$ cat src/tspcs_pkg.sv
// ----------------------------------------------------------------------------
// tspcs_pkg
// Types and constants shared by the two-stage PLL coefficient search.
// ----------------------------------------------------------------------------
package tspcs_pkg;

  localparam int TGT_W     = 20;
  localparam int FREQ_W    = 24;
  localparam int RANGE_W   = 48;
  localparam int LIM_W     = 32;
  localparam int CFG_IDX_W = 3;
  localparam int CNT_W     = 9;
  localparam int AIM_W     = 27;
  localparam int DIV_NUM_W = 36;
  localparam int DIV_DEN_W = 24;
  localparam int C1_W      = 32;
  localparam int C2_W      = 32;

  localparam logic [FREQ_W-1:0]  REF_RESET    = 24'd27000;
  localparam logic [RANGE_W-1:0] RANGE_RESET  = 48'hFFFFFF000001;
  localparam logic [LIM_W-1:0]   DIVLIM_RESET = 32'hFF01FF01;
  localparam logic [7:0]         DERATE_DIV   = 8'd200;

  // x / 200 == ((x >> 3) * DERATE_RECIP) >> DERATE_SHIFT for any 24-bit x
  localparam logic [21:0]        DERATE_RECIP = 22'd2684355;
  localparam int                 DERATE_SHIFT = 26;

  localparam logic [CFG_IDX_W-1:0] REG_REF   = 3'd0;
  localparam logic [CFG_IDX_W-1:0] REG_VCO1  = 3'd1;
  localparam logic [CFG_IDX_W-1:0] REG_VCO2  = 3'd2;
  localparam logic [CFG_IDX_W-1:0] REG_IN1   = 3'd3;
  localparam logic [CFG_IDX_W-1:0] REG_IN2   = 3'd4;
  localparam logic [CFG_IDX_W-1:0] REG_LIM1  = 3'd5;
  localparam logic [CFG_IDX_W-1:0] REG_LIM2  = 3'd6;

  typedef enum logic [4:0] {
    S_IDLE, S_HALF_WAIT, S_POST, S_VMAX_WAIT, S_M1_INIT, S_M1, S_Q1_WAIT,
    S_Q1_CHK, S_N1, S_C1_DIV, S_C1_WAIT, S_C1_CHK, S_M2, S_Q2_WAIT, S_Q2_CHK,
    S_N2_DIV, S_N2_WAIT, S_N2_CHK, S_C2_DIV, S_C2_WAIT, S_C2_CHK, S_EVAL,
    S_NEXT_M2, S_FIN
  } state_t;

  typedef enum logic [4:0] {
    CMD_NONE, CMD_LOAD, CMD_SET_HALF, CMD_P_INC, CMD_DIV_CLK, CMD_SET_VMAX,
    CMD_M1_INIT, CMD_M1_INC, CMD_DIV_Q1, CMD_SET_Q1, CMD_N1_INIT, CMD_N1_INC,
    CMD_MUL_C1, CMD_DIV_C1, CMD_SET_C1, CMD_M2_INIT, CMD_M2_INC, CMD_DIV_Q2,
    CMD_SET_Q2, CMD_MUL_N2, CMD_DIV_N2, CMD_SET_N2, CMD_FIX_C2, CMD_MUL_C2,
    CMD_DIV_C2, CMD_SET_C2, CMD_KEEP, CMD_OUT
  } cmd_t;

  typedef struct packed {
    logic div_done;
    logic p_go;
    logic m1_end;
    logic q1_lo;
    logic q1_hi;
    logic n1_end;
    logic c1_lo;
    logic c1_hi;
    logic m2_end;
    logic q2_lo;
    logic q2_hi;
    logic n2_lo;
    logic n2_hi;
    logic fixed2;
    logic c2_lo;
    logic c2_hi;
    logic better;
    logic exact;
  } stat_t;

endpackage

$ cat src/tspcs_if.sv
// ----------------------------------------------------------------------------
// tspcs_in_if / tspcs_out_if
// Valid/ready channels for target requests and search results.
// ----------------------------------------------------------------------------
interface tspcs_in_if;
  logic                         valid;
  logic                         ready;
  logic [tspcs_pkg::TGT_W-1:0]  target_clock_khz;
  modport source (output valid, output target_clock_khz, input ready);
  modport sink (input valid, input target_clock_khz, output ready);
endinterface

interface tspcs_out_if;
  logic                         valid;
  logic                         ready;
  logic [tspcs_pkg::FREQ_W-1:0] achieved_clock_khz;
  logic [7:0]                   stage1_mult;
  logic [7:0]                   stage1_div;
  logic [7:0]                   stage2_mult;
  logic [7:0]                   stage2_div;
  logic [2:0]                   post_div_log2;
  logic                         found;
  modport source (output valid, output achieved_clock_khz, output stage1_mult,
                  output stage1_div, output stage2_mult, output stage2_div,
                  output post_div_log2, output found, input ready);
  modport sink (input valid, input achieved_clock_khz, input stage1_mult,
                input stage1_div, input stage2_mult, input stage2_div,
                input post_div_log2, input found, output ready);
endinterface

$ cat src/tspcs_divider.sv
// ----------------------------------------------------------------------------
// tspcs_divider
// Shared restoring divider, one quotient bit per cycle.
// ----------------------------------------------------------------------------
module tspcs_divider (
  input  logic                               clk,
  input  logic                               rst,
  input  logic                               start,
  input  logic [tspcs_pkg::DIV_NUM_W-1:0]    num,
  input  logic [tspcs_pkg::DIV_DEN_W-1:0]    den,
  output logic                               done,
  output logic [tspcs_pkg::DIV_NUM_W-1:0]    quot
);

  localparam int NW = tspcs_pkg::DIV_NUM_W;
  localparam int DW = tspcs_pkg::DIV_DEN_W;

  logic [DW-1:0] rem;
  logic [DW-1:0] den_r;
  logic [5:0]    cnt;
  logic          busy;
  logic [DW:0]   shifted;
  logic [DW+1:0] diff;

  assign shifted = {rem, quot[NW-1]};
  assign diff    = {1'b0, shifted} - {2'b00, den_r};

  always_ff @(posedge clk) begin
    if (rst) begin
      busy <= 1'b0;
      done <= 1'b0;
      cnt  <= '0;
    end else begin
      done <= 1'b0;
      if (start) begin
        busy <= 1'b1;
        cnt  <= 6'(NW - 1);
      end else if (busy) begin
        cnt <= cnt - 6'd1;
        if (cnt == 6'd0) begin
          busy <= 1'b0;
          done <= 1'b1;
        end
      end
    end
  end

  always_ff @(posedge clk) begin
    if (start) begin
      quot  <= num;
      den_r <= den;
      rem   <= '0;
    end else if (busy) begin
      if (!diff[DW+1]) begin
        rem  <= diff[DW-1:0];
        quot <= {quot[NW-2:0], 1'b1};
      end else begin
        rem  <= shifted[DW-1:0];
        quot <= {quot[NW-2:0], 1'b0};
      end
    end
  end

endmodule

$ cat src/tspcs_datapath.sv
// ----------------------------------------------------------------------------
// tspcs_datapath
// Config registers, loop counters, arithmetic and best-candidate tracking.
// ----------------------------------------------------------------------------
module tspcs_datapath #(
  parameter int MAX_POST_LOG2 = 6
) (
  input  logic                                clk,
  input  logic                                rst,
  input  logic                                cfg_we,
  input  logic [tspcs_pkg::CFG_IDX_W-1:0]     cfg_index,
  input  logic [tspcs_pkg::RANGE_W-1:0]       cfg_data,
  input  logic [tspcs_pkg::TGT_W-1:0]         target,
  input  tspcs_pkg::cmd_t                     cmd,
  output tspcs_pkg::stat_t                    stat,
  output logic [tspcs_pkg::FREQ_W-1:0]        achieved_clock_khz,
  output logic [7:0]                          stage1_mult,
  output logic [7:0]                          stage1_div,
  output logic [7:0]                          stage2_mult,
  output logic [7:0]                          stage2_div,
  output logic [2:0]                          post_div_log2,
  output logic                                found
);

  localparam int FW = tspcs_pkg::FREQ_W;
  localparam int NW = tspcs_pkg::DIV_NUM_W;
  localparam int CW = tspcs_pkg::CNT_W;

  logic [FW-1:0]                  ref_clk;
  logic [tspcs_pkg::RANGE_W-1:0]  vco1, vco2, in1, in2;
  logic [tspcs_pkg::LIM_W-1:0]    lim1, lim2;

  logic [tspcs_pkg::TGT_W-1:0]    tgt;
  logic [2:0]                     p;
  logic [tspcs_pkg::AIM_W-1:0]    aim;
  logic [FW-1:0]                  half;
  logic [FW-1:0]                  vmax2e;
  logic [CW-1:0]                  m1, n1, m2;
  logic [FW-1:0]                  q1, q2;
  logic [tspcs_pkg::C1_W-1:0]     c1;
  logic [NW-1:0]                  n2;
  logic [tspcs_pkg::C2_W-1:0]     c2;
  logic [NW-1:0]                  prod;
  logic                           have;
  logic [tspcs_pkg::C2_W-1:0]     bdelta;
  logic [FW-1:0]                  bclk;
  logic [7:0]                     bn1, bm1, bn2, bm2;
  logic [2:0]                     bp;

  logic [FW-1:0] vmin1, vmax1, vmin2, vmax2, umin1, umax1, umin2, umax2;
  logic [7:0]    m1lo, m1hi, n1lo, n1hi, m2lo, m2hi, n2lo, n2hi;
  logic [tspcs_pkg::C2_W-1:0] co, d;
  logic [20:0]   raised;

  logic                  div_start;
  logic [NW-1:0]         div_num;
  logic [FW-1:0]         div_den;
  logic                  div_done;
  logic [NW-1:0]         div_quot;

  // divide by 200 through a reciprocal multiply
  function automatic logic [FW-1:0] div200(logic [FW-1:0] x);
    logic [42:0] scaled;
    scaled = 43'(x[FW-1:3]) * 43'(tspcs_pkg::DERATE_RECIP);
    return FW'(scaled[42:tspcs_pkg::DERATE_SHIFT]);
  endfunction

  assign vmin1 = (vco1[FW-1:0] == '0) ? FW'(1) : vco1[FW-1:0];
  assign vmax1 = vco1[2*FW-1:FW];
  assign vmin2 = (vco2[FW-1:0] == '0) ? FW'(1) : vco2[FW-1:0];
  assign vmax2 = vco2[2*FW-1:FW];
  assign umin1 = in1[FW-1:0];
  assign umax1 = in1[2*FW-1:FW];
  assign umin2 = in2[FW-1:0];
  assign umax2 = in2[2*FW-1:FW];
  assign m1lo  = (lim1[7:0] == 8'd0) ? 8'd1 : lim1[7:0];
  assign m1hi  = lim1[15:8];
  assign n1lo  = lim1[23:16];
  assign n1hi  = lim1[31:24];
  assign m2lo  = (lim2[7:0] == 8'd0) ? 8'd1 : lim2[7:0];
  assign m2hi  = lim2[15:8];
  assign n2lo  = lim2[23:16];
  assign n2hi  = lim2[31:24];

  assign co     = c2 >> p;
  assign d      = (co >= 32'(tgt)) ? co - 32'(tgt) : 32'(tgt) - co;
  assign raised = 21'(tgt) + 21'(div200(FW'(tgt)));

  always_comb begin
    div_start = 1'b1;
    div_num   = '0;
    div_den   = '0;
    case (cmd)
      tspcs_pkg::CMD_DIV_Q1: begin
        div_num = NW'(ref_clk);
        div_den = FW'(m1[7:0]);
      end
      tspcs_pkg::CMD_DIV_C1: begin
        div_num = prod;
        div_den = FW'(m1[7:0]);
      end
      tspcs_pkg::CMD_DIV_Q2: begin
        div_num = NW'(c1[FW-1:0]);
        div_den = FW'(m2[7:0]);
      end
      tspcs_pkg::CMD_DIV_N2: begin
        div_num = prod;
        div_den = c1[FW-1:0];
      end
      tspcs_pkg::CMD_DIV_C2: begin
        div_num = prod;
        div_den = FW'(m2[7:0]);
      end
      default: div_start = 1'b0;
    endcase
  end

  tspcs_divider u_div (
    .clk   (clk),
    .rst   (rst),
    .start (div_start),
    .num   (div_num),
    .den   (div_den),
    .done  (div_done),
    .quot  (div_quot)
  );

  always_comb begin
    stat.div_done = div_done;
    stat.p_go     = (tgt != '0) && (p < 3'(MAX_POST_LOG2)) &&
                    (FW'(tgt) <= (half >> p));
    stat.m1_end   = m1 > CW'(m1hi);
    stat.q1_lo    = q1 < umin1;
    stat.q1_hi    = q1 > umax1;
    stat.n1_end   = n1 > CW'(n1hi);
    stat.c1_lo    = c1 < 32'(vmin1);
    stat.c1_hi    = c1 > 32'(vmax1);
    stat.m2_end   = m2 > CW'(m2hi);
    stat.q2_lo    = q2 < umin2;
    stat.q2_hi    = q2 > umax2;
    stat.n2_lo    = n2 < NW'(n2lo);
    stat.n2_hi    = n2 > NW'(n2hi);
    stat.fixed2   = (m2lo == m2hi) && (n2lo == n2hi);
    stat.c2_lo    = c2 < 32'(vmin2);
    stat.c2_hi    = c2 > 32'(vmax2e);
    stat.better   = !have || (d < bdelta);
    stat.exact    = d == '0;
  end

  always_ff @(posedge clk) begin
    if (rst) begin
      ref_clk <= tspcs_pkg::REF_RESET;
      vco1    <= tspcs_pkg::RANGE_RESET;
      vco2    <= tspcs_pkg::RANGE_RESET;
      in1     <= tspcs_pkg::RANGE_RESET;
      in2     <= tspcs_pkg::RANGE_RESET;
      lim1    <= tspcs_pkg::DIVLIM_RESET;
      lim2    <= tspcs_pkg::DIVLIM_RESET;
    end else if (cfg_we) begin
      case (cfg_index)
        tspcs_pkg::REG_REF:  ref_clk <= cfg_data[FW-1:0];
        tspcs_pkg::REG_VCO1: vco1    <= cfg_data;
        tspcs_pkg::REG_VCO2: vco2    <= cfg_data;
        tspcs_pkg::REG_IN1:  in1     <= cfg_data;
        tspcs_pkg::REG_IN2:  in2     <= cfg_data;
        tspcs_pkg::REG_LIM1: lim1    <= cfg_data[tspcs_pkg::LIM_W-1:0];
        tspcs_pkg::REG_LIM2: lim2    <= cfg_data[tspcs_pkg::LIM_W-1:0];
        default: ;
      endcase
    end
  end

  always_ff @(posedge clk) begin
    if (rst) begin
      have <= 1'b0;
    end else if (cmd == tspcs_pkg::CMD_LOAD) begin
      have <= 1'b0;
    end else if (cmd == tspcs_pkg::CMD_KEEP) begin
      have <= 1'b1;
    end
  end

  always_ff @(posedge clk) begin
    case (cmd)
      tspcs_pkg::CMD_LOAD: begin
        tgt <= target;
        p   <= 3'd0;
      end
      tspcs_pkg::CMD_SET_HALF: half <= (vmax2 - div200(vmax2)) >> 1;
      tspcs_pkg::CMD_P_INC:    p <= p + 3'd1;
      tspcs_pkg::CMD_DIV_CLK:  aim <= tspcs_pkg::AIM_W'(tgt) << p;
      tspcs_pkg::CMD_SET_VMAX: vmax2e <= (vmax2 < FW'(raised)) ? FW'(raised) : vmax2;
      tspcs_pkg::CMD_M1_INIT:  m1 <= CW'(m1lo);
      tspcs_pkg::CMD_M1_INC:   m1 <= m1 + CW'(1);
      tspcs_pkg::CMD_SET_Q1:   q1 <= div_quot[FW-1:0];
      tspcs_pkg::CMD_N1_INIT:  n1 <= CW'(n1lo);
      tspcs_pkg::CMD_N1_INC:   n1 <= n1 + CW'(1);
      tspcs_pkg::CMD_MUL_C1:   prod <= NW'(ref_clk * n1[7:0]);
      tspcs_pkg::CMD_SET_C1:   c1 <= div_quot[tspcs_pkg::C1_W-1:0];
      tspcs_pkg::CMD_M2_INIT:  m2 <= CW'(m2lo);
      tspcs_pkg::CMD_M2_INC:   m2 <= m2 + CW'(1);
      tspcs_pkg::CMD_SET_Q2:   q2 <= div_quot[FW-1:0];
      tspcs_pkg::CMD_MUL_N2:   prod <= NW'(aim * m2[7:0]) + NW'(c1[FW-1:1]);
      tspcs_pkg::CMD_SET_N2:   n2 <= div_quot;
      tspcs_pkg::CMD_FIX_C2:   c2 <= c1;
      tspcs_pkg::CMD_MUL_C2:   prod <= NW'(c1[FW-1:0] * n2[7:0]);
      tspcs_pkg::CMD_SET_C2:   c2 <= div_quot[tspcs_pkg::C2_W-1:0];
      tspcs_pkg::CMD_KEEP: begin
        bdelta <= d;
        bclk   <= co[FW-1:0];
        bn1    <= n1[7:0];
        bm1    <= m1[7:0];
        bn2    <= n2[7:0];
        bm2    <= m2[7:0];
        bp     <= p;
      end
      tspcs_pkg::CMD_OUT: begin
        if (!have || bclk == '0) begin
          achieved_clock_khz <= '0;
          stage1_mult        <= '0;
          stage1_div         <= '0;
          stage2_mult        <= '0;
          stage2_div         <= '0;
          post_div_log2      <= '0;
          found              <= 1'b0;
        end else begin
          achieved_clock_khz <= bclk;
          stage1_mult        <= bn1;
          stage1_div         <= bm1;
          stage2_mult        <= bn2;
          stage2_div         <= bm2;
          post_div_log2      <= bp;
          found              <= 1'b1;
        end
      end
      default: ;
    endcase
  end

endmodule

$ cat src/tspcs_ctrl.sv
// ----------------------------------------------------------------------------
// tspcs_ctrl
// Sequencer for the M1 / N1 / M2 search and the request handshakes.
// ----------------------------------------------------------------------------
module tspcs_ctrl (
  input  logic              clk,
  input  logic              rst,
  input  logic              in_valid,
  output logic              in_ready,
  output logic              out_valid,
  input  logic              out_ready,
  input  tspcs_pkg::stat_t  stat,
  output tspcs_pkg::cmd_t   cmd
);

  tspcs_pkg::state_t state, state_next;
  logic              out_valid_next;

  always_ff @(posedge clk) begin
    if (rst) begin
      state     <= tspcs_pkg::S_IDLE;
      out_valid <= 1'b0;
    end else begin
      state     <= state_next;
      out_valid <= out_valid_next;
    end
  end

  always_comb begin
    state_next     = state;
    cmd            = tspcs_pkg::CMD_NONE;
    in_ready       = 1'b0;
    out_valid_next = out_valid && !out_ready;
    case (state)
      tspcs_pkg::S_IDLE: begin
        in_ready = 1'b1;
        if (in_valid) begin
          cmd        = tspcs_pkg::CMD_LOAD;
          state_next = tspcs_pkg::S_HALF_WAIT;
        end
      end
      tspcs_pkg::S_HALF_WAIT: begin
        cmd        = tspcs_pkg::CMD_SET_HALF;
        state_next = tspcs_pkg::S_POST;
      end
      tspcs_pkg::S_POST: begin
        if (stat.p_go) begin
          cmd = tspcs_pkg::CMD_P_INC;
        end else begin
          cmd        = tspcs_pkg::CMD_DIV_CLK;
          state_next = tspcs_pkg::S_VMAX_WAIT;
        end
      end
      tspcs_pkg::S_VMAX_WAIT: begin
        cmd        = tspcs_pkg::CMD_SET_VMAX;
        state_next = tspcs_pkg::S_M1_INIT;
      end
      tspcs_pkg::S_M1_INIT: begin
        cmd        = tspcs_pkg::CMD_M1_INIT;
        state_next = tspcs_pkg::S_M1;
      end
      tspcs_pkg::S_M1: begin
        if (stat.m1_end) begin
          state_next = tspcs_pkg::S_FIN;
        end else begin
          cmd        = tspcs_pkg::CMD_DIV_Q1;
          state_next = tspcs_pkg::S_Q1_WAIT;
        end
      end
      tspcs_pkg::S_Q1_WAIT: begin
        if (stat.div_done) begin
          cmd        = tspcs_pkg::CMD_SET_Q1;
          state_next = tspcs_pkg::S_Q1_CHK;
        end
      end
      tspcs_pkg::S_Q1_CHK: begin
        if (stat.q1_lo) begin
          state_next = tspcs_pkg::S_FIN;
        end else if (stat.q1_hi) begin
          cmd        = tspcs_pkg::CMD_M1_INC;
          state_next = tspcs_pkg::S_M1;
        end else begin
          cmd        = tspcs_pkg::CMD_N1_INIT;
          state_next = tspcs_pkg::S_N1;
        end
      end
      tspcs_pkg::S_N1: begin
        if (stat.n1_end) begin
          cmd        = tspcs_pkg::CMD_M1_INC;
          state_next = tspcs_pkg::S_M1;
        end else begin
          cmd        = tspcs_pkg::CMD_MUL_C1;
          state_next = tspcs_pkg::S_C1_DIV;
        end
      end
      tspcs_pkg::S_C1_DIV: begin
        cmd        = tspcs_pkg::CMD_DIV_C1;
        state_next = tspcs_pkg::S_C1_WAIT;
      end
      tspcs_pkg::S_C1_WAIT: begin
        if (stat.div_done) begin
          cmd        = tspcs_pkg::CMD_SET_C1;
          state_next = tspcs_pkg::S_C1_CHK;
        end
      end
      tspcs_pkg::S_C1_CHK: begin
        if (stat.c1_lo) begin
          cmd        = tspcs_pkg::CMD_N1_INC;
          state_next = tspcs_pkg::S_N1;
        end else if (stat.c1_hi) begin
          cmd        = tspcs_pkg::CMD_M1_INC;
          state_next = tspcs_pkg::S_M1;
        end else begin
          cmd        = tspcs_pkg::CMD_M2_INIT;
          state_next = tspcs_pkg::S_M2;
        end
      end
      tspcs_pkg::S_M2: begin
        if (stat.m2_end) begin
          cmd        = tspcs_pkg::CMD_N1_INC;
          state_next = tspcs_pkg::S_N1;
        end else begin
          cmd        = tspcs_pkg::CMD_DIV_Q2;
          state_next = tspcs_pkg::S_Q2_WAIT;
        end
      end
      tspcs_pkg::S_Q2_WAIT: begin
        if (stat.div_done) begin
          cmd        = tspcs_pkg::CMD_SET_Q2;
          state_next = tspcs_pkg::S_Q2_CHK;
        end
      end
      tspcs_pkg::S_Q2_CHK: begin
        if (stat.q2_lo) begin
          cmd        = tspcs_pkg::CMD_N1_INC;
          state_next = tspcs_pkg::S_N1;
        end else if (stat.q2_hi) begin
          cmd        = tspcs_pkg::CMD_M2_INC;
          state_next = tspcs_pkg::S_M2;
        end else begin
          cmd        = tspcs_pkg::CMD_MUL_N2;
          state_next = tspcs_pkg::S_N2_DIV;
        end
      end
      tspcs_pkg::S_N2_DIV: begin
        cmd        = tspcs_pkg::CMD_DIV_N2;
        state_next = tspcs_pkg::S_N2_WAIT;
      end
      tspcs_pkg::S_N2_WAIT: begin
        if (stat.div_done) begin
          cmd        = tspcs_pkg::CMD_SET_N2;
          state_next = tspcs_pkg::S_N2_CHK;
        end
      end
      tspcs_pkg::S_N2_CHK: begin
        if (stat.n2_lo) begin
          cmd        = tspcs_pkg::CMD_M2_INC;
          state_next = tspcs_pkg::S_M2;
        end else if (stat.n2_hi) begin
          cmd        = tspcs_pkg::CMD_N1_INC;
          state_next = tspcs_pkg::S_N1;
        end else if (stat.fixed2) begin
          cmd        = tspcs_pkg::CMD_FIX_C2;
          state_next = tspcs_pkg::S_EVAL;
        end else begin
          cmd        = tspcs_pkg::CMD_MUL_C2;
          state_next = tspcs_pkg::S_C2_DIV;
        end
      end
      tspcs_pkg::S_C2_DIV: begin
        cmd        = tspcs_pkg::CMD_DIV_C2;
        state_next = tspcs_pkg::S_C2_WAIT;
      end
      tspcs_pkg::S_C2_WAIT: begin
        if (stat.div_done) begin
          cmd        = tspcs_pkg::CMD_SET_C2;
          state_next = tspcs_pkg::S_C2_CHK;
        end
      end
      tspcs_pkg::S_C2_CHK: begin
        if (stat.c2_lo) begin
          cmd        = tspcs_pkg::CMD_N1_INC;
          state_next = tspcs_pkg::S_N1;
        end else if (stat.c2_hi) begin
          cmd        = tspcs_pkg::CMD_M2_INC;
          state_next = tspcs_pkg::S_M2;
        end else begin
          state_next = tspcs_pkg::S_EVAL;
        end
      end
      tspcs_pkg::S_EVAL: begin
        if (stat.better) begin
          cmd        = tspcs_pkg::CMD_KEEP;
          state_next = stat.exact ? tspcs_pkg::S_FIN : tspcs_pkg::S_NEXT_M2;
        end else begin
          cmd        = tspcs_pkg::CMD_M2_INC;
          state_next = tspcs_pkg::S_M2;
        end
      end
      tspcs_pkg::S_NEXT_M2: begin
        cmd        = tspcs_pkg::CMD_M2_INC;
        state_next = tspcs_pkg::S_M2;
      end
      tspcs_pkg::S_FIN: begin
        if (!out_valid || out_ready) begin
          cmd            = tspcs_pkg::CMD_OUT;
          out_valid_next = 1'b1;
          state_next     = tspcs_pkg::S_IDLE;
        end
      end
      default: state_next = tspcs_pkg::S_IDLE;
    endcase
  end

endmodule

$ cat src/two_stage_pll_coefficient_search.sv
// Operation: setup steps pick the post divider, then the search walks the M1
//   values, N1 values and M2 candidates; every division runs on the shared
//   serial divider. The result register loads in S_FIN once any earlier result is taken.
// Throughput: one request at a time; the next is taken once the result is
//   in the output register, while that result may still wait to be taken.
// Reset: synchronous, active high; config registers return to their defaults.
// ----------------------------------------------------------------------------
// two_stage_pll_coefficient_search
// Finds two-stage PLL divider settings closest to a requested pixel clock.
// ----------------------------------------------------------------------------
module two_stage_pll_coefficient_search #(
  parameter int MAX_POST_LOG2 = 6
) (
  input  logic                              clk,
  input  logic                              rst,
  input  logic                              cfg_we,
  input  logic [tspcs_pkg::CFG_IDX_W-1:0]   cfg_index,
  input  logic [tspcs_pkg::RANGE_W-1:0]     cfg_data,
  tspcs_in_if.sink                          in_ch,
  tspcs_out_if.source                       out_ch
);

  tspcs_pkg::cmd_t  cmd;
  tspcs_pkg::stat_t stat;

  tspcs_ctrl u_ctrl (
    .clk       (clk),
    .rst       (rst),
    .in_valid  (in_ch.valid),
    .in_ready  (in_ch.ready),
    .out_valid (out_ch.valid),
    .out_ready (out_ch.ready),
    .stat      (stat),
    .cmd       (cmd)
  );

  tspcs_datapath #(
    .MAX_POST_LOG2 (MAX_POST_LOG2)
  ) u_dp (
    .clk                (clk),
    .rst                (rst),
    .cfg_we             (cfg_we),
    .cfg_index          (cfg_index),
    .cfg_data           (cfg_data),
    .target             (in_ch.target_clock_khz),
    .cmd                (cmd),
    .stat               (stat),
    .achieved_clock_khz (out_ch.achieved_clock_khz),
    .stage1_mult        (out_ch.stage1_mult),
    .stage1_div         (out_ch.stage1_div),
    .stage2_mult        (out_ch.stage2_mult),
    .stage2_div         (out_ch.stage2_div),
    .post_div_log2      (out_ch.post_div_log2),
    .found              (out_ch.found)
  );

endmodule

$ cat src/flat_wrapper.sv
// flat-port wrapper written by rule: the top's interface ports become plain ports
module two_stage_pll_coefficient_search_flat 
#(
  parameter int MAX_POST_LOG2 = 6
)
  (clk, rst, cfg_we, cfg_index, cfg_data, in_ch_valid, in_ch_target_clock_khz, in_ch_ready, out_ch_valid, out_ch_achieved_clock_khz, out_ch_stage1_mult, out_ch_stage1_div, out_ch_stage2_mult, out_ch_stage2_div, out_ch_post_div_log2, out_ch_found, out_ch_ready);
  tspcs_in_if in_ch_i ();
  tspcs_out_if out_ch_i ();
  input  logic clk;
  input  logic rst;
  input  logic cfg_we;
  input  logic [tspcs_pkg::CFG_IDX_W-1:0] cfg_index;
  input  logic [tspcs_pkg::RANGE_W-1:0] cfg_data;
  input wire logic [$bits(in_ch_i.valid)-1:0] in_ch_valid;
  input wire logic [$bits(in_ch_i.target_clock_khz)-1:0] in_ch_target_clock_khz;
  output wire logic [$bits(in_ch_i.ready)-1:0] in_ch_ready;
  output wire logic [$bits(out_ch_i.valid)-1:0] out_ch_valid;
  output wire logic [$bits(out_ch_i.achieved_clock_khz)-1:0] out_ch_achieved_clock_khz;
  output wire logic [$bits(out_ch_i.stage1_mult)-1:0] out_ch_stage1_mult;
  output wire logic [$bits(out_ch_i.stage1_div)-1:0] out_ch_stage1_div;
  output wire logic [$bits(out_ch_i.stage2_mult)-1:0] out_ch_stage2_mult;
  output wire logic [$bits(out_ch_i.stage2_div)-1:0] out_ch_stage2_div;
  output wire logic [$bits(out_ch_i.post_div_log2)-1:0] out_ch_post_div_log2;
  output wire logic [$bits(out_ch_i.found)-1:0] out_ch_found;
  input wire logic [$bits(out_ch_i.ready)-1:0] out_ch_ready;
  assign in_ch_i.valid = in_ch_valid;
  assign in_ch_i.target_clock_khz = in_ch_target_clock_khz;
  assign in_ch_ready = in_ch_i.ready;
  assign out_ch_valid = out_ch_i.valid;
  assign out_ch_achieved_clock_khz = out_ch_i.achieved_clock_khz;
  assign out_ch_stage1_mult = out_ch_i.stage1_mult;
  assign out_ch_stage1_div = out_ch_i.stage1_div;
  assign out_ch_stage2_mult = out_ch_i.stage2_mult;
  assign out_ch_stage2_div = out_ch_i.stage2_div;
  assign out_ch_post_div_log2 = out_ch_i.post_div_log2;
  assign out_ch_found = out_ch_i.found;
  assign out_ch_i.ready = out_ch_ready;
  two_stage_pll_coefficient_search #(.MAX_POST_LOG2(MAX_POST_LOG2)) u_core (.clk(clk), .rst(rst), .cfg_we(cfg_we), .cfg_index(cfg_index), .cfg_data(cfg_data), .in_ch(in_ch_i), .out_ch(out_ch_i));
endmodule
$ cat config.mk
export PLATFORM = sky130hd
export DESIGN_NAME = two_stage_pll_coefficient_search_flat
export DESIGN_NICKNAME = d
export VERILOG_FILES = /design/src/tspcs_pkg.sv /design/src/tspcs_if.sv /design/src/tspcs_divider.sv /design/src/tspcs_datapath.sv /design/src/tspcs_ctrl.sv /design/src/two_stage_pll_coefficient_search.sv /design/src/flat_wrapper.sv
export SDC_FILE = /design/constraint.sdc
export NUM_CORES = 2
export LEC_CHECK = 0
export BUFFER_PORTS_ARGS = -buffer_cell sky130_fd_sc_hd__buf_2
export CELL_PAD_IN_SITES_DETAIL_PLACEMENT = 0
export CELL_PAD_IN_SITES_GLOBAL_PLACEMENT = 1
export CORE_MARGIN = 2
export CORE_UTILIZATION = 52
export CTS_CLUSTER_DIAMETER = 80
export DETAILED_ROUTE_END_ITERATION = 10
export PLACE_DENSITY_LB_ADDON = 0.1
export SYNTH_ARGS = -nofsm -noshare
export SYNTH_HDL_FRONTEND = slang
export SYNTH_SLANG_ARGS = --single-unit
$ cat constraint.sdc
create_clock -name clk -period 12.2 [get_ports clk]
set_input_delay 1.22 -clock clk [delete_from_list [all_inputs] [get_ports clk]]
set_output_delay 1.22 -clock clk [all_outputs]
set_load 0.01 [all_outputs]
==> impl_metrics.env <==
export IMPL_r2r_cells=37
export IMPL_clkSinkCount=838
export IMPL_route_detailed_drc=0
export IMPL_grt_max_degree=187
export IMPL_final_setup_tns_ns=0
export IMPL_cts_resized=0
export IMPL_core_rowCount=143
export IMPL_cts_buffers_inserted=103
export IMPL_syn_nets=10100
export IMPL_antenna_found_initial=21
export IMPL_setup_violations=0
export IMPL_synth_avg_cell_area_um2=9.50
export IMPL_grt_pass1_vias=60600
export IMPL_crit_path_end_kind="register"
export IMPL_cts_tree="yes"
export IMPL_cp_arrival_ns=10.81
export IMPL_worstSetupEndpoint="u_core.u_dp.vmax2e[12]"
export IMPL_h_tree_depth=3
export IMPL_final_period_utilization=0.851
export IMPL_final_common_cell="inv_1"
export IMPL_layout_common_cells="inv_1, nand2_1, ha_1"
export IMPL_yosysTopAreaCellShare=0.197
export IMPL_drive_above_1_share=0.0662
export IMPL_slew_headroom=0.112
export IMPL_viasPerCell=5.84
export IMPL_worstMarginPinSlew_ns=1.33
export IMPL_drt_iter0_drc=5742
export IMPL_holdBufCountCts=0
export IMPL_drv_cap=0
export IMPL_crit_type="reg2reg"
export IMPL_wire_per_inst_um=24.7
export IMPL_overflow=0
export IMPL_async_reset_ff_frac=0
export IMPL_r2r_end="u_core.u_dp.vmax2e[12]"
export IMPL_dpl_hpwl_mm=201
export IMPL_ioPinCount=138
export IMPL_root_buffer="clkbuf_16"
export IMPL_synth_edff_count=519
export IMPL_crit_path_top_delay_cell="edfxtp_1"
export IMPL_place_gp_congestion=0.963
export IMPL_fp_dieH_um=394
export IMPL_critical_path_max_stage_delay_ns=0.76
export IMPL_antenna_left=0
export IMPL_postSynthRegisterBits=838
export IMPL_crit_fanout=16
export IMPL_insertion_delay_ns=0.75
export IMPL_maxSlewViolCount=0
export IMPL_synth_cells=8325
export IMPL_synth_top_area_cell="edfxtp_1"
export IMPL_areaGrowthSynthToFinish_pct=8.09
export IMPL_status="finished, final reports clean"
export IMPL_clk_path_buf_depth=3
export IMPL_synth_area_leaders="edfxtp_1, fa_1, ha_1"
export IMPL_fmax_mhz=96.3
export IMPL_synth_cell_area_mm2=0.0791
export IMPL_yosysSeqAreaShare=0.278
export IMPL_vias=61000
export IMPL_worst_r2r_setup_slack_ns=1.81
export IMPL_clock_skew_final_ns=0.0683
export IMPL_portBuffers=137
export IMPL_dr_pass1_iters=8
export IMPL_yosysWarnings=0
export IMPL_dieArea_mm2=0.155
export IMPL_cts_setup_buffers=0
export IMPL_synth_cell_type_count=94
export IMPL_ys_flop_type="edfxtp_1"
export IMPL_cts_clk_slew_worst_paths_ns=0.06
export IMPL_die_w_um=394
export IMPL_core_area_mm2=0.152
export IMPL_rsz0062_at_grt="no"
export IMPL_worstReg2RegStart="u_core.u_dp.tgt[7]"
export IMPL_min_period_ns=10.39
export IMPL_start_util=0.522
export IMPL_crit_path_start="u_core.u_dp.tgt[7]"
export IMPL_hold_violations=0
export IMPL_cp_start_kind="register"
export IMPL_finalWirelength_mm=259
export IMPL_worstHoldPathType="reg2reg"
export IMPL_nNetsFinal=10100
export IMPL_grt_usage=0.332
export IMPL_critPathRequiredTime_ns=12.62
export IMPL_grt_first_pass_wirelength_mm=387
how the worst min path moves through the flow:
stage               cells past startpoint  slack [ns]            startpoint              endpoint
global route                            2        0.47    u_core.u_dp.in2[3]    u_core.u_dp.in2[3]
global placement                        2        0.44   u_core.u_dp.in1[15]   u_core.u_dp.in1[15]
floorplan                               0        0.42      u_core.u_dp.p[2]     u_core.u_dp.bp[2]
CTS                                     2        0.46   u_core.u_dp.in2[17]   u_core.u_dp.in2[17]
detailed placement                      2        0.45   u_core.u_dp.in2[17]   u_core.u_dp.in2[17]
finish                                  2        0.45  u_core.u_dp.lim1[17]  u_core.u_dp.lim1[17]
registers in the layout, indices dropped and copies added, names as in the netlist, 27 cells and up:
name,flops
u_core.u_dp.aim,27
u_core.u_dp.bdelta,32
u_core.u_dp.c1,32
u_core.u_dp.c2,32
u_core.u_dp.in1,48
u_core.u_dp.in2,48
u_core.u_dp.lim1,32
u_core.u_dp.lim2,32
u_core.u_dp.n2,36
u_core.u_dp.prod,36
u_core.u_dp.u_div.quot,36
u_core.u_dp.vco1,48
u_core.u_dp.vco2,48
per-layer routing:
layer / wire length (um) / global-route usage
met1: 114000 / 0.472
met2: 115000 / 0.520
met3: 20500 / 0.0575
met4: 8560 / 0.0998
met5: 121 / 0
critical path, delay by kind of cell, from the launching register on:
kind            cells  cell delay [ns]
fa+ha+maj           9             3.77
xor+xnor            2             0.45
compound gates     15             3.63
simple gates        3             0.34
mux                 1             0.14
flops               1             0.76
buf+inv             7             1.03
cell families after synthesis:
group,share of synthesized area
AO/OA/AOI/OAI,0.111
flip-flops,0.278
XOR/XNOR,0.0243
adder cells (fa/ha/maj),0.330
multiplexers,0.0328
buffers and inverters,0.0762
AND/OR/NAND/NOR,0.148
through the flow:
| stage | utilization | std cells | setup slack (ns) | hold WS, ns | area, um2 |
|---|---|---|---|---|---|
| floorplan | - | 8325 | 2.85 | 0.421 | 79100 |
| global placement | 0.540 | 10300 | 1.89 | 0.443 | 81900 |
| detailed placement | 0.540 | 10300 | 1.85 | 0.446 | 81900 |
| CTS | 0.564 | 10400 | 1.81 | 0.455 | 85500 |
| global route | 0.564 | 10400 | 1.01 | 0.473 | 85500 |
| finish | 0.564 | 10500 | 1.81 | 0.454 | 85500 |
cells in the mapped netlist, types with 12 or more instances:
cell and number:
dfxtp_1 319, a22o_1 23, nor4_1 49, xnor2_1 147, and2_1 333, and3_1 48, a22oi_1 20, nor3b_1 12
a211oi_1 57, inv_1 1251, o21a_1 58, nand4_1 75, or2_2 21, nand3_1 99, o21ai_0 228, o31ai_1 19
fa_1 712, a221o_1 13, edfxtp_1 519, a211o_1 72, mux2i_1 123, mux4_2 30, buf_2 17, or3_1 19
a31oi_1 41, mux2_2 55, nor3_1 103, a2111oi_0 15, nand2b_1 61, nor2b_1 71, ha_1 947, clkbuf_1 267
buf_1 43, o211ai_1 35, nand3b_1 83, a21o_1 124, nand2_1 1070, a21oi_1 470, xor2_1 72, o21bai_1 31
a21boi_0 15, nor2_1 374
layout make-up:
cell class	count	area, um2
Inverter	1253	4700
Tap cell	2030	2540
Fill cell	13700	66100
Multi-Input combinational cell	5899	51200
Clock inverter	60	717
Timing Repair Buffer	233	1430
Antenna cell	5	12.5
Sequential cell	838	22000
Clock buffer	134	2900
Power is not shown: default switching activity piles up to over one toggle a cycle in this logic, so the estimate is an artifact.
